==> src/hdl/wrs_pkg.sv <==
`timescale 1ns / 1ps
// ----------------------------------------------------------------------------
// wrs_pkg
// Widths, codes and shared types of the weighted reservoir sampler.
// ----------------------------------------------------------------------------
package wrs_pkg;

    localparam int FRACTION_BITS_DEF = 16;
    localparam int QUEUE_DEPTH_DEF   = 4;

    localparam int TAG_W   = 32;
    localparam int VAL_W   = 32;
    localparam int CNTIN_W = 16;
    localparam int DRAW_W  = 24;
    localparam int SUM_W   = 48;
    localparam int CNT_W   = 24;
    localparam int PROD_W  = 64;
    localparam int MODE_W  = 2;

    localparam int APB_W   = 32;
    localparam int PADDR_W = 3;

    localparam logic [SUM_W-1:0] SUM_MAX = '1;
    localparam logic [CNT_W-1:0] CNT_MAX = '1;
    localparam logic [VAL_W-1:0] VAL_MAX = '1;

    // merge_mode codes; the two unused codes behave as biased merge
    localparam logic [MODE_W-1:0] MODE_RAW      = 2'd0;
    localparam logic [MODE_W-1:0] MODE_UNBIASED = 2'd2;

    // register index, taken from paddr above the byte offset
    localparam logic [PADDR_W-3:0] REG_MERGE_MODE = 1'b0;

    // candidate as it arrives on the ports
    typedef struct packed {
        logic [TAG_W-1:0]   tag;
        logic [VAL_W-1:0]   wt;
        logic [VAL_W-1:0]   tgt;
        logic [VAL_W-1:0]   iw;
        logic [CNTIN_W-1:0] cnt;
        logic [DRAW_W-1:0]  draw;
        logic               last;
    } t_cand;

    // classified candidate: resampling weight and count increment resolved
    typedef struct packed {
        logic [TAG_W-1:0]   tag;
        logic [VAL_W-1:0]   tgt;
        logic [SUM_W-1:0]   w;
        logic [CNTIN_W-1:0] inc;
        logic [DRAW_W-1:0]  draw;
        logic               last;
    } t_item;

    typedef struct packed {
        logic             start;
        logic [SUM_W-1:0] sum;
        logic [CNT_W-1:0] n;
        logic [VAL_W-1:0] phat;
    } t_div_req;

    typedef struct packed {
        logic busy;
        logic done;
    } t_div_stat;

    typedef enum logic [2:0] {
        B_IDLE,
        B_ACC,
        B_DRAW,
        B_CMP,
        B_DIVGO,
        B_DIVWAIT,
        B_OUT
    } t_back_state;

    typedef enum logic [1:0] {
        DV_IDLE,
        DV_CHK,
        DV_RUN,
        DV_DONE
    } t_div_state;

endpackage

==> src/hdl/wrs_queue.sv <==
`timescale 1ns / 1ps
// ----------------------------------------------------------------------------
// wrs_queue
// Short first-in first-out queue of classified candidates.
// ----------------------------------------------------------------------------
module wrs_queue #(
    parameter int DEPTH = wrs_pkg::QUEUE_DEPTH_DEF
) (
    input  logic           i_clk,
    input  logic           i_rst_n,
    input  logic           i_push,
    input  wrs_pkg::t_item i_item,
    output logic           o_full,
    input  logic           i_pop,
    output wrs_pkg::t_item o_item,
    output logic           o_empty
);
    import wrs_pkg::*;

    localparam int PTR_W  = (DEPTH > 1) ? $clog2(DEPTH) : 1;
    localparam int FILL_W = $clog2(DEPTH + 1);

    t_item             r_mem [DEPTH];
    logic [PTR_W-1:0]  r_wr, r_rd, n_wr, n_rd;
    logic [FILL_W-1:0] r_fill, n_fill;
    logic              wr_en, rd_en;

    assign o_full  = (r_fill == FILL_W'(DEPTH));
    assign o_empty = (r_fill == '0);
    assign wr_en   = i_push && !o_full;
    assign rd_en   = i_pop && !o_empty;
    assign o_item  = r_mem[r_rd];

    always_comb begin
        n_wr = r_wr;
        n_rd = r_rd;
        if (wr_en) begin
            n_wr = (r_wr == PTR_W'(DEPTH - 1)) ? '0 : r_wr + 1'b1;
        end
        if (rd_en) begin
            n_rd = (r_rd == PTR_W'(DEPTH - 1)) ? '0 : r_rd + 1'b1;
        end
        n_fill = r_fill;
        if (wr_en && !rd_en) begin
            n_fill = r_fill + 1'b1;
        end else if (rd_en && !wr_en) begin
            n_fill = r_fill - 1'b1;
        end
    end

    always_ff @(posedge i_clk) begin
        if (!i_rst_n) begin
            r_wr   <= '0;
            r_rd   <= '0;
            r_fill <= '0;
        end else begin
            r_wr   <= n_wr;
            r_rd   <= n_rd;
            r_fill <= n_fill;
        end
    end

    always_ff @(posedge i_clk) begin
        if (wr_en) begin
            r_mem[r_wr] <= i_item;
        end
    end

endmodule

==> config.mk <==
export PLATFORM = sky130hd
export DESIGN_NAME = wrs_queue
export DESIGN_NICKNAME = d
export VERILOG_FILES = /design/src/hdl/wrs_pkg.sv /design/src/hdl/wrs_queue.sv
export SDC_FILE = /design/constraint.sdc
export NUM_CORES = 1
export LEC_CHECK = 0
export ABC_AREA = 1
export BUFFER_PORTS_ARGS = -buffer_cell sky130_fd_sc_hd__buf_4
export CAP_MARGIN = 30
export CORE_UTILIZATION = 62
export DETAILED_ROUTE_END_ITERATION = 8
export PLACE_DENSITY = 0.86
export REMOVE_ABC_BUFFERS = 1
export SLEW_MARGIN = 20
export SYNTH_ARGS = -nofsm -noshare
export SYNTH_HDL_FRONTEND = slang
export SYNTH_SLANG_ARGS = --single-unit
==> constraint.sdc <==
create_clock -name i_clk -period 23.5 [get_ports i_clk]
set_clock_uncertainty 0.05 [all_clocks]
set_input_delay 1.175 -clock i_clk [delete_from_list [all_inputs] [get_ports i_clk]]
set_output_delay 1.175 -clock i_clk [all_outputs]
set_load 0.01 [all_outputs]
# Word-level counts from Yosys, hierarchy flattened
# Memory sizes are Yosys's and may differ from the RTL's. A register that Yosys moved wholly into a read port is not among the register bits.
# Cells that the tools add are included.
# classes
n_addsub	4
muxes	8
eq_ne	3
reduce_logical	10
# op_table
cell	count
2-bit two-way mux	4
3-bit two-way mux	2
2-bit by 1-bit adder with 2-bit output, second input constant	2
2-bit == test, second input constant	2
1-bit logical AND	4
1-bit logical NOT	4
3-bit by 1-bit adder with 3-bit output, second input constant	1
3-bit == test, second input constant	1
3-bit logical NOT	1
3-bit by 1-bit subtractor with 3-bit output, second input constant	1
1-bit two-way mux	2
2-bit nonzero test	1
# totals
ramBits	612
elab_cells	29
output_inout_bits	155
ff_bits	7
n_memories	1
in_bits	157
# mem_list
name	depth	word_bits	read_ports	rd_clocked_by_memory_dff	wr	line	rtl
r_mem	4	153	1	1	1	wrs_queue.sv:23	t_item r_mem [DEPTH];

# Depth between registers and ports, before layout
# Gate-level depths: netlist (run 1).
# depth
word_depth	7
ltp_mapped	13
mapped_depth_nobuf	13

# Least setup slack after synthesis (run 1)
# No wires, ideal clock.
# synth_timing
path_type	input to register
start	in i_push
end	mem r_mem[0][0] (netlist bit) (enable)
t_arrival_ps	7668
path_slack_ps	15114
t_required_ps	22782
path_stages	2
cell_sequence	nand2_1 > nor2_1
# synth_via
elab_chain_cells	3
# synth_rtl
item	line	rtl
from (decl)	wrs_queue.sv:11	input logic i_push,
1-bit logical AND	wrs_queue.sv:30	assign wr_en = i_push && !o_full;
1-bit two-way mux	wrs_queue.sv:64	if (wr_en) begin
1-bit two-way mux (not written as such)	wrs_queue.sv:65	r_mem[r_wr] <= i_item;
to (decl)	wrs_queue.sv:23	
# Every way passes these cells.

==> flow_summary.yaml, run 1 <==
clock_network:
  htree_num_levels: 2
  cts_max_path_buffers: 3
  insertion_delay_ps: 610
  post-cts-setup-buffers: 0
  clk_pin_slew_ps: 60
  cts.sink_count: 621
  cts_resized: 0
  cts-root-buf: "clkbuf_16"
  cts_buffers: 59
  cts_tree: "yes"
  holdBufCountCts: 0
setup_path:
  worstSetupPathType: "flop to output port"
  crit_top_cell: "buf_4"
  worst-path-buf-inv: 3
  cp.required_ps: 22280
  crit_path_end_kind: "output port"
  max_stage_delay_ps: 860
  worstSetupStartpointType: "flop"
  crit_family: "buffers and inverters"
  cp_slowest_cell: "buf_4"
  arrival_ps: 3500
  worstPathMaxFanout: 88
  worstPathCellList: "inv_4 -> buf_4 -> o21ai_0 -> o22ai_1 -> buf_4"
die:
  chipWidth_um: 195
  die_area_mm2: 0.0382
  fp.coreArea_mm2: 0.0367
  io_pins: 312
  rows: 70
  die_h_um: 195
  start_util_pct: 63.2
status:
  status: "finished clean"
routing:
  post-route-drc-count: 0
  wire_per_inst_um: 22.2
  first_pass_iters: 6
  drt-initial-drc-count: 1311
  via_per_inst: 6.06
  ant_nets: 0
  vias: 14400
  drt-total-wl_um: 52700
final_layout:
  finalNetCount: 2012
  drive_gt1_share_pct: 22.9
  finish.instance_area_mm2: 0.0279
  syn_to_final_growth_pct: 20.2
global_route:
  gr-usage-all-layers_pct: 27.2
  grt_pass1_wl_um: 78500
  grt_max_degree: 184
  antenna_found_initial: 5
  gr-total-overflow: 0
  grt_pass1_vias: 14100
power_and_ir_drop:
  power_density_mw_per_mm2: 117
  leakagePower_nw: 9.80
  vdd_drop_max_uv: 105
yosys:
  synth_top_cell_by_area: "edfxtp_1"
  yosysUniqueCellTypes: 23
  yosysWarnings: 0
  synth.avg_cell_area_um2: 15.0
  synth_area_mm2: 0.0232
  ys_seq_elements: 621
  synth_area_leaders: "edfxtp_1 79%, o21ai_0 6.2%, nor2_1 5.2%"
  netlist_instances: 1551
  synth_seq_area_share_pct: 80.0
  synth.top_cell.area_share_pct: 79.2
place:
  hpwl_um: 29400
  io_buffer_count: 311
  globalplace.congestion: 0.740
  placed_area_mm2: 0.0257
timing:
  tns_ps: 0
  period_minus_slack_ps: 4720
  tightest_slew_ps: 988
  clock.fmax_mhz: 212
  hold_viol: 0
  rsz0062_at_grt: "no"
  maxSlewHeadroom_pct: 34.1
  setup_viol: 0
  slew_viol_final: 0
  min_period_over_period_pct: 20.1
run:
  cap_violations: 0
min_path:
  hold_class: "flop to flop"
## layout make-up
cell class	instances	area (um2)
Sequential cell	621	18600
Clock inverter	40	419
Antenna cell	5	12.5
Fill cell	2027	8830
Multi-Input combinational cell	811	3920
Clock buffer	70	1570
Inverter	19	81.3
Timing Repair Buffer	336	2720
Tap cell	468	586
## cells in the final DEF (no fill, tap or decap), types with 2 or more instances in the layout
| cell type | Yosys | final |
|---|---|---|
| bufinv_16 | 0 | 9 |
| nor2_4 | 0 | 4 |
| dfxtp_1 | 9 | 7 |
| dfxtp_4 | 0 | 2 |
| inv_1 | 17 | 17 |
| o21ai_1 | 19 | 19 |
| ha_1 | 6 | 6 |
| clkinv_1 | 0 | 11 |
| clkbuf_1 | 40 | 8 |
| diode_2 | 0 | 5 |
| a21oi_1 | 2 | 2 |
| o21ai_0 | 289 | 289 |
| buf_4 | 4 | 326 |
| clkinv_2 | 0 | 18 |
| nand2_1 | 15 | 15 |
| clkbuf_16 | 0 | 61 |
| buf_16 | 0 | 9 |
| edfxtp_1 | 612 | 612 |
| o22ai_1 | 153 | 153 |
| nor2_1 | 323 | 319 |
## flip-flops by register name, indices dropped and copies added, names as in the netlist, named ones only
register,count
r_rd,2
r_fill,3
r_wr,2
r_mem,612
## tightest hold or removal path, delay by kind of cell (launching register included)
family                 cells  cell delay [ps]
and+or+nand+nor            3              140
DFF                        1              310
buffers and inverters      1               50
## per-layer routing
metal	up-vias	part of all wire, %	GRT usage (%)	routed length, um
met2	637	49	44.5	25900
met5	-	0.053	0	28
met3	109	9.2	6.75	4840
li1	6457	-	-	-
met1	7155	38	35.2	20100
met4	4	3.5	11.0	1840
## per-stage QoR
| step | hold slack (ps) | setup WS [ps] | util (%) | std cells | total power [mW] |
|---|---|---|---|---|---|
| 3_5_place_dp | 476 | 18930 | 70.1 | 2250 | 2.30 |
| 6_report | 492 | 18780 | 75.9 | 2370 | 3.26 |
| 2_1_floorplan | 430 | 15110 | - | 1451 | 1.88 |
| 4_1_cts | 489 | 18690 | 75.6 | 2360 | 3.26 |
| 5_1_grt | 516 | 18580 | 75.9 | 2367 | 3.39 |
| 3_3_place_gp | 443 | 18840 | 69.8 | 2245 | 2.26 |
## cell usage after synthesis (all sizes together)
master and count:
edfxtp 612, nor2 323, o21ai 308, o22ai 153, buf 58, clkbuf 42, inv 19, nand2 15
dfxtp 9, ha 6, a21oi 2, fa 1, nand3 1, nand3b 1, nand4 1
## power breakdown
part / switching (mW) / total (mW) / internal (mW)
Combinational: 0.565 / 0.911 / 0.346
Sequential: 0.0403 / 1.39 / 1.35
Clock: 0.391 / 0.965 / 0.573
## cell families after synthesis
| kind of cell | Yosys count | synth area share, % |
|---|---|---|
| adders and majority gates | 7 | 0.410 |
| DFF | 621 | 80.0 |
| and+or+nand+nor | 341 | 5.55 |
| buffers and inverters | 119 | 3.20 |
| AOI/OAI and AO/OA | 463 | 10.8 |
## worst paths after layout
kind / endpoint / slack [ps] / cells after the start / startpoint
hold / removal: flop / 490 / 4 / r_rd[1]$_SDFFE_PN0P_
hold reg to reg: flop / 490 / 4 / r_rd[1]$_SDFFE_PN0P_
setup reg to reg: r_mem[2][14]$_DFFE_PP_ / 20120 / 7 / r_fill[1]$_SDFFE_PN0P_
setup / recovery: o_item[40] / 18780 / 5 / flop
No activity file was read; power rests on OpenSTA's default activity.
==> run 2, diff against run 1 <==
--- a/config.mk
+++ b/config.mk
@@ -5,12 +5,12 @@
 export SDC_FILE = /design/constraint.sdc
 export NUM_CORES = 1
 export LEC_CHECK = 0
-export ABC_AREA = 1
+export ABC_AREA = 0
 export BUFFER_PORTS_ARGS = -buffer_cell sky130_fd_sc_hd__buf_4
 export CAP_MARGIN = 30
-export CORE_UTILIZATION = 62
+export CORE_UTILIZATION = 51
 export DETAILED_ROUTE_END_ITERATION = 8
-export PLACE_DENSITY = 0.86
+export PLACE_DENSITY = 0.76
 export REMOVE_ABC_BUFFERS = 1
 export SLEW_MARGIN = 20
 export SYNTH_ARGS = -nofsm -noshare
==> constraint.sdc (replaced) <==
create_clock -name i_clk -period 3.8 [get_ports i_clk]
set_clock_uncertainty 0.05 [all_clocks]
set_input_delay 0.19 -clock i_clk [delete_from_list [all_inputs] [get_ports i_clk]]
set_output_delay 0.19 -clock i_clk [all_outputs]
set_load 0.01 [all_outputs]
==> run 2 against run 1 <==
Compared with the run above:
- non-clock buffer count is 150 higher
- sequential power rose to 6.1 times the previous value
- core utilization fell by 8.3 points
- first-iteration DRC count down 32%
- global-route usage shrank 6.8 points
- worst hold slack got worse by 430 ps
- count of clock-buffer cells in the layout increased by 5
- cell area increased by 5.0%
- synthesized area decreased by 2.9%
- critical path type unchanged
- routed wire length is 14% lower
- die area up 18%
- highest routed layer unchanged
==> flow_summary.yaml, run 2 <==
min_path:
  whs_path_depth: 3
  hold_end: "r_wr[1]$_SDFFE_PN0P_"
  min-delay-start: "i_push"
  hold_class: "input pin to flop"
timing:
  setup_viol: 0
  tightest_slew_ps: 868
  hold_viol: 0
  rsz0062_at_grt: "no"
  clock.fmax_mhz: 365
  min_period_over_period_pct: 72.0
  maxSlewHeadroom_pct: 42.1
  period_minus_slack_ps: 2740
  slew_viol_final: 0
clock_network:
  insertion_delay_ps: 600
  cts-root-buf: "clkbuf_16"
  htree_num_levels: 2
  cts_resized: 0
  cts_max_path_buffers: 3
  cts_tree: "yes"
  cts.sink_count: 621
  post-cts-setup-buffers: 0
  holdBufCountCts: 155
  clk_pin_slew_ps: 60
  cts_buffers: 60
yosys:
  netlist_top_cells_count: "612 x edfxtp_1, 153 x mux4_2, 17 x buf_2, 9 x buf_6, 9 x dfxtp_1"
  synth_most_common_cell: "edfxtp_1"
  synth_seq_area_share_pct: 82.4
  ys_seq_elements: 621
  synth_async_sr_flop_share_pct: 0
  synth_edf_count: 612
  synth.avg_cell_area_um2: 26.5
  synth_area_leaders: "edfxtp_1 82%, mux4_2 15%, dfxtp_1 0.80%"
  synth_top_cell_by_area: "edfxtp_1"
  yosysWarnings: 0
  synth_area_mm2: 0.0225
  synth.top_cell.area_share_pct: 81.6
  yosysUniqueCellTypes: 24
  netlist_instances: 850
  synthFlopType: "edfxtp_1"
die:
  die_area_mm2: 0.0450
  io_pins: 312
  rows: 76
  fp.coreArea_mm2: 0.0433
  chipWidth_um: 212
  start_util_pct: 52.0
  die_h_um: 212
setup_path:
  r2r-start: "r_fill[0]$_SDFFE_PN0P_"
  arrival_ps: 2500
  worstPathMaxFanout: 99
  crit_family: "buffers and inverters"
  worstPathCellList: "buf_12 -> mux4_2 -> buf_4"
  worstSetupStartpointType: "flop"
  worstSetupPathType: "flop to output port"
  cp.required_ps: 3560
  worst-path-buf-inv: 2
  r2r-end: "r_mem[3][148]$_DFFE_PP_"
  max_stage_delay_ps: 620
  cp_slowest_cell: "buf_12"
  r2r_setup_slack_ps: 1140
  r2r_cells: 4
  crit_path_end_kind: "output port"
final_layout:
  largest-register: "r_mem"
  top_regs: "r_mem: 612 flops, r_fill: 3 flops"
  finalNetCount: 1526
  drive_gt1_share_pct: 40.9
  layout_common_cells: "612 x edfxtp_1, 320 x buf_4, 155 x dlygate4sd3_1"
  finish.instance_area_mm2: 0.0293
  num-fill-cells: 2655
  instances_no_fill: 1999
  largest_reg_flops: 612
  syn_to_final_growth_pct: 30.0
  mostFrequentLayoutCell: "edfxtp_1"
power_and_ir_drop:
  power_density_mw_per_mm2: 657
  vdd_drop_max_uv: 529
  seq_power_share_pct: 44.4
  leakagePower_nw: 9.91
  switchingPower_mw: 4.81
  clockPowerShare_pct: 31.8
  intPower_mw: 14.4
  p_comb_share_pct: 23.9
  swShare_pct: 25.0
place:
  placed_area_mm2: 0.0257
  post-place-cells: 1730
  globalplace.congestion: 0.753
  hpwl_um: 25800
  io_buffer_count: 311
global_route:
  antenna_found_initial: 5
  gr-usage-all-layers_pct: 20.4
  grt_max_degree: 100
  gr-total-overflow: 0
  grt_pass1_vias: 11600
  grt_pass1_wl_um: 67400
routing:
  post-route-drc-count: 0
  drt-total-wl_um: 45400
  first_pass_iters: 5
  vias: 10900
  via_per_inst: 5.44
  drt-initial-drc-count: 885
  wire_per_inst_um: 22.7
  ant_nets: 0
status:
  status: "finished clean"
run:
  cap_violations: 0
[run 2: cell types whose count changed after synthesis, sizes merged, moves of 16 or more]
cell,before,now
buf,58,28
clkbuf,42,8
inv,19,3
mux4,0,153
nor2,323,2
o21ai,308,3
o22ai,153,0
[run 2: metal layers]
layer  vias up  global-route usage (%)  share of wire (%)
met4         2                    7.02                2.5
li1       4715                       -                  -
met2       377                    33.3                 50
met1      5693                    26.8                 40
met3        79                    5.20                7.4
met5         -                       0              0.022
[run 2: cell families after synthesis]
group           count (synthesis)  share of synthesized area (%)
buf+inv                        39                           1.04
simple gates                   20                          0.456
compound gates                  5                          0.133
flops                         621                           82.4
mux                           156                           15.4
fa+ha+maj                       7                          0.422
xor+xnor                        2                         0.0778
[run 2: power groups by stage]
stage	combinational [mW]	sequential (mW)	clock, mW
after global routing	4.88	8.59	6.47
after floorplan	2.21	9.01	0
final	4.59	8.54	6.12
after detailed placement	4.50	8.67	0
after CTS	4.66	8.54	6.23
after global placement	4.47	8.62	0
[run 2: stage by stage]
stage	total power, mW	setup slack (ps)	util, %	hold WS, ps	setup TNS, ps
after global routing	19.9	927	67.6	53.8	0
after floorplan	11.2	-3480	-	239	-1271930
after global placement	13.1	1260	59.3	340	0
final	19.2	1060	67.6	63.4	0
after detailed placement	13.2	1140	59.3	342	0
after CTS	19.4	996	67.6	23.2	0
[run 2: worst max-delay path by stage]
| stage | slack, ps | start | to | cells after the start |
|---|---|---|---|---|
| after CTS | 1000 | flop | o_item[135] | 3 |
| after global routing | 930 | flop | o_item[100] | 3 |
| after global placement | 1260 | r_fill[0]$_SDFFE_PN0P_ | r_mem[3][133]$_DFFE_PP_ | 4 |
| after floorplan | -3480 | flop | o_item[0] | 1 |
| after detailed placement | 1140 | r_fill[0]$_SDFFE_PN0P_ | r_mem[3][133]$_DFFE_PP_ | 4 |
| final | 1060 | flop | o_item[100] | 3 |
[run 2: worst min-delay path, delay by kind of cell]
| family | cells | cell delay (ps) |
|---|---|---|
| simple gates | 1 | 220 |
| mux | 1 | 150 |
| buf+inv | 1 | 100 |
[run 2: final cells by class]
class                           instances  area, um2  area share [%]
Tap cell                              585        732            2.50
Timing Repair Buffer                  486       4170            14.3
Clock buffer                           75       1610            5.50
Multi-Input combinational cell        190       3730            12.7
Clock inverter                         35        437            1.49
Antenna cell                            4       10.0          0.0342
Sequential cell                       621      18600            63.4
Inverter                                3       11.3          0.0385
==> run 3, diff against run 2 <==
==> constraint.sdc (replaced) <==
create_clock -name i_clk -period 2.2 [get_ports i_clk]
set_clock_uncertainty 0.05 [all_clocks]
set_input_delay 0.11 -clock i_clk [delete_from_list [all_inputs] [get_ports i_clk]]
set_output_delay 0.11 -clock i_clk [all_outputs]
set_load 0.01 [all_outputs]
==> run 3 against run 2 <==
Compared with the run above:
- the run now ends with setup timing left
- non-clock buffer count is 68 higher
- sequential power is 73% higher
- core utilization is 3.6 points higher
- sequential cell count stayed put
- die area stayed put
- global-route usage is 2.0 points higher
- cell area is 5.3% higher
- cell count is 3.2% higher
- largest cell class unchanged
==> flow_summary.yaml, run 3 (synthesized netlist as in run 2, its figures left out) <==
status:
  status: "finished, violations left"
  violations: "setup timing"
routing:
  ant_nets: 0
  drt-initial-drc-count: 926
  wire_per_inst_um: 24.6
  drt-total-wl_um: 50700
  post-route-drc-count: 0
  first_pass_iters: 4
  via_per_inst: 5.48
  vias: 11300
die:
  die_area_mm2: 0.0450
  fp.coreArea_mm2: 0.0433
  rows: 76
  chipWidth_um: 212
  die_h_um: 212
  start_util_pct: 52.0
  io_pins: 312
clock_network:
  insertion_delay_ps: 590
  clk_pin_slew_ps: 60
  cts_max_path_buffers: 3
  cts_buffers: 60
  cts_tree: "yes"
  cts-root-buf: "clkbuf_16"
  cts.sink_count: 621
  htree_num_levels: 2
timing:
  tns_ps: -1710
  setup_ws_ps: -65.7
  hold_viol: 0
  tightest_slew_ps: 511
  slew_viol_final: 0
  period_minus_slack_ps: 2270
  min_period_over_period_pct: 103
  clock.fmax_mhz: 441
  maxSlewHeadroom_pct: 65.9
  setup_viol: 70
  rsz0062_at_grt: "yes"
place:
  hpwl_um: 27500
  io_buffer_count: 311
  globalplace.congestion: 0.738
  post-place-cells: 1767
global_route:
  antenna_found_initial: 2
  grt_max_degree: 57
  grt_pass1_vias: 12100
  gr-total-overflow: 0
  grt_pass1_wl_um: 73500
  gr-usage-all-layers_pct: 22.4
setup_path:
  crit_path_end_kind: "output port"
  cp.required_ps: 2040
  worstPathMaxFanout: 8
  worstSetupStartpointType: "flop"
  worstSetupPathType: "flop to output port"
  arrival_ps: 2110
final_layout:
  finalNetCount: 1594
  top_regs: "r_mem: 612 flops, r_fill: 3 flops"
  instances_no_fill: 2063
  largest_reg_flops: 612
  largest-register: "r_mem"
  layout_common_cells: "612 x edfxtp_1, 203 x buf_4, 156 x dlygate4sd3_1"
  drive_gt1_share_pct: 43.8
  syn_to_final_growth_pct: 36.9
  mostFrequentLayoutCell: "edfxtp_1"
power_and_ir_drop:
  vdd_drop_max_uv: 885
  power_density_mw_per_mm2: 1150
  leakagePower_nw: 10.5
min_path:
  hold_class: "input pin to flop"
run:
  cap_violations: 0
## run 3: cell count changes in the layout (fill, tap and decap cells not counted), moves of 3 or more
cell and change:
buf_16 +13, clkbuf_1 +3, buf_6 +141, clkinv_1 -3
clkbuf_8 -3, buf_12 +27, buf_4 -117, clkinvlp_4 +3
bufinv_16 -5
## run 3: layout make-up
class / count / area [um2]
Fill cell: 2360 / 12500
Multi-Input combinational cell: 190 / 3750
Clock buffer: 75 / 1580
Antenna cell: 2 / 5.00
Tap cell: 585 / 732
Sequential cell: 621 / 18600
Timing Repair Buffer: 554 / 5860
Clock inverter: 33 / 317
Inverter: 3 / 11.3
## run 3: layer usage
layer | GRT usage [%] | share of wire (%) | vias to the layer above | wire length (um)
li1 | - | - | 4851 | -
met1 | 29.2 | 39 | 5961 | 19700
met2 | 37.4 | 52 | 408 | 26200
met3 | 4.79 | 6.4 | 92 | 3240
met4 | 8.35 | 3.0 | 0 | 1530
met5 | 0 | 0 | - | 0
## run 3: what timing repair did
action	in CTS	in global routing
endpoints found under the hold margin	621	0
setup endpoints to repair	136	266
gates resized for setup	150	18
buffers inserted	19	2
gates cloned	9	2
hold buffers	156	0
## run 3: worst max-delay path: stages (launching register included)
cell and delay (ps):
dfxtp_4 370, buf_12 170, buf_12 130, buf_16 130, mux4_2 560, buf_6 150
## run 3: path summary, 6_finish.rpt
path,from,endpoint,slack (ps),depth (start not counted)
worst max-delay path,flop,o_item[56],-70,5
worst min-delay path,i_item[79],r_mem[3][79]$_DFFE_PP_,200,2
worst max register to register,r_fill[2]$_SDFFE_PN0P_,r_fill[2]$_SDFFE_PN0P_,50,8
worst min register to register,r_wr[0]$_SDFFE_PN0P_,r_wr[0]$_SDFFE_PN0P_,470,2
## run 3: per-stage QoR
| stage | power (mW) | setup slack (ps) | util [%] | hold WS (ps) | cell area (um2) |
|---|---|---|---|---|---|
| floorplan | 18.5 | -5000 | - | 159 | 22300 |
| global placement | 23.0 | 134 | 60.6 | 259 | 26200 |
| detailed placement | 23.2 | 25.4 | 60.6 | 263 | 26200 |
| CTS | 35.2 | -121 | 71.0 | 162 | 30700 |
| global route | 36.5 | -134 | 71.2 | 183 | 30800 |
| finish | 35.3 | -65.7 | 71.2 | 204 | 30800 |
## run 3: power by group
part	switching [mW]	internal [mW]	total [mW]
Combinational	4.55	5.98	10.5
Clock	4.25	5.76	10.0
Sequential	0.352	14.4	14.8
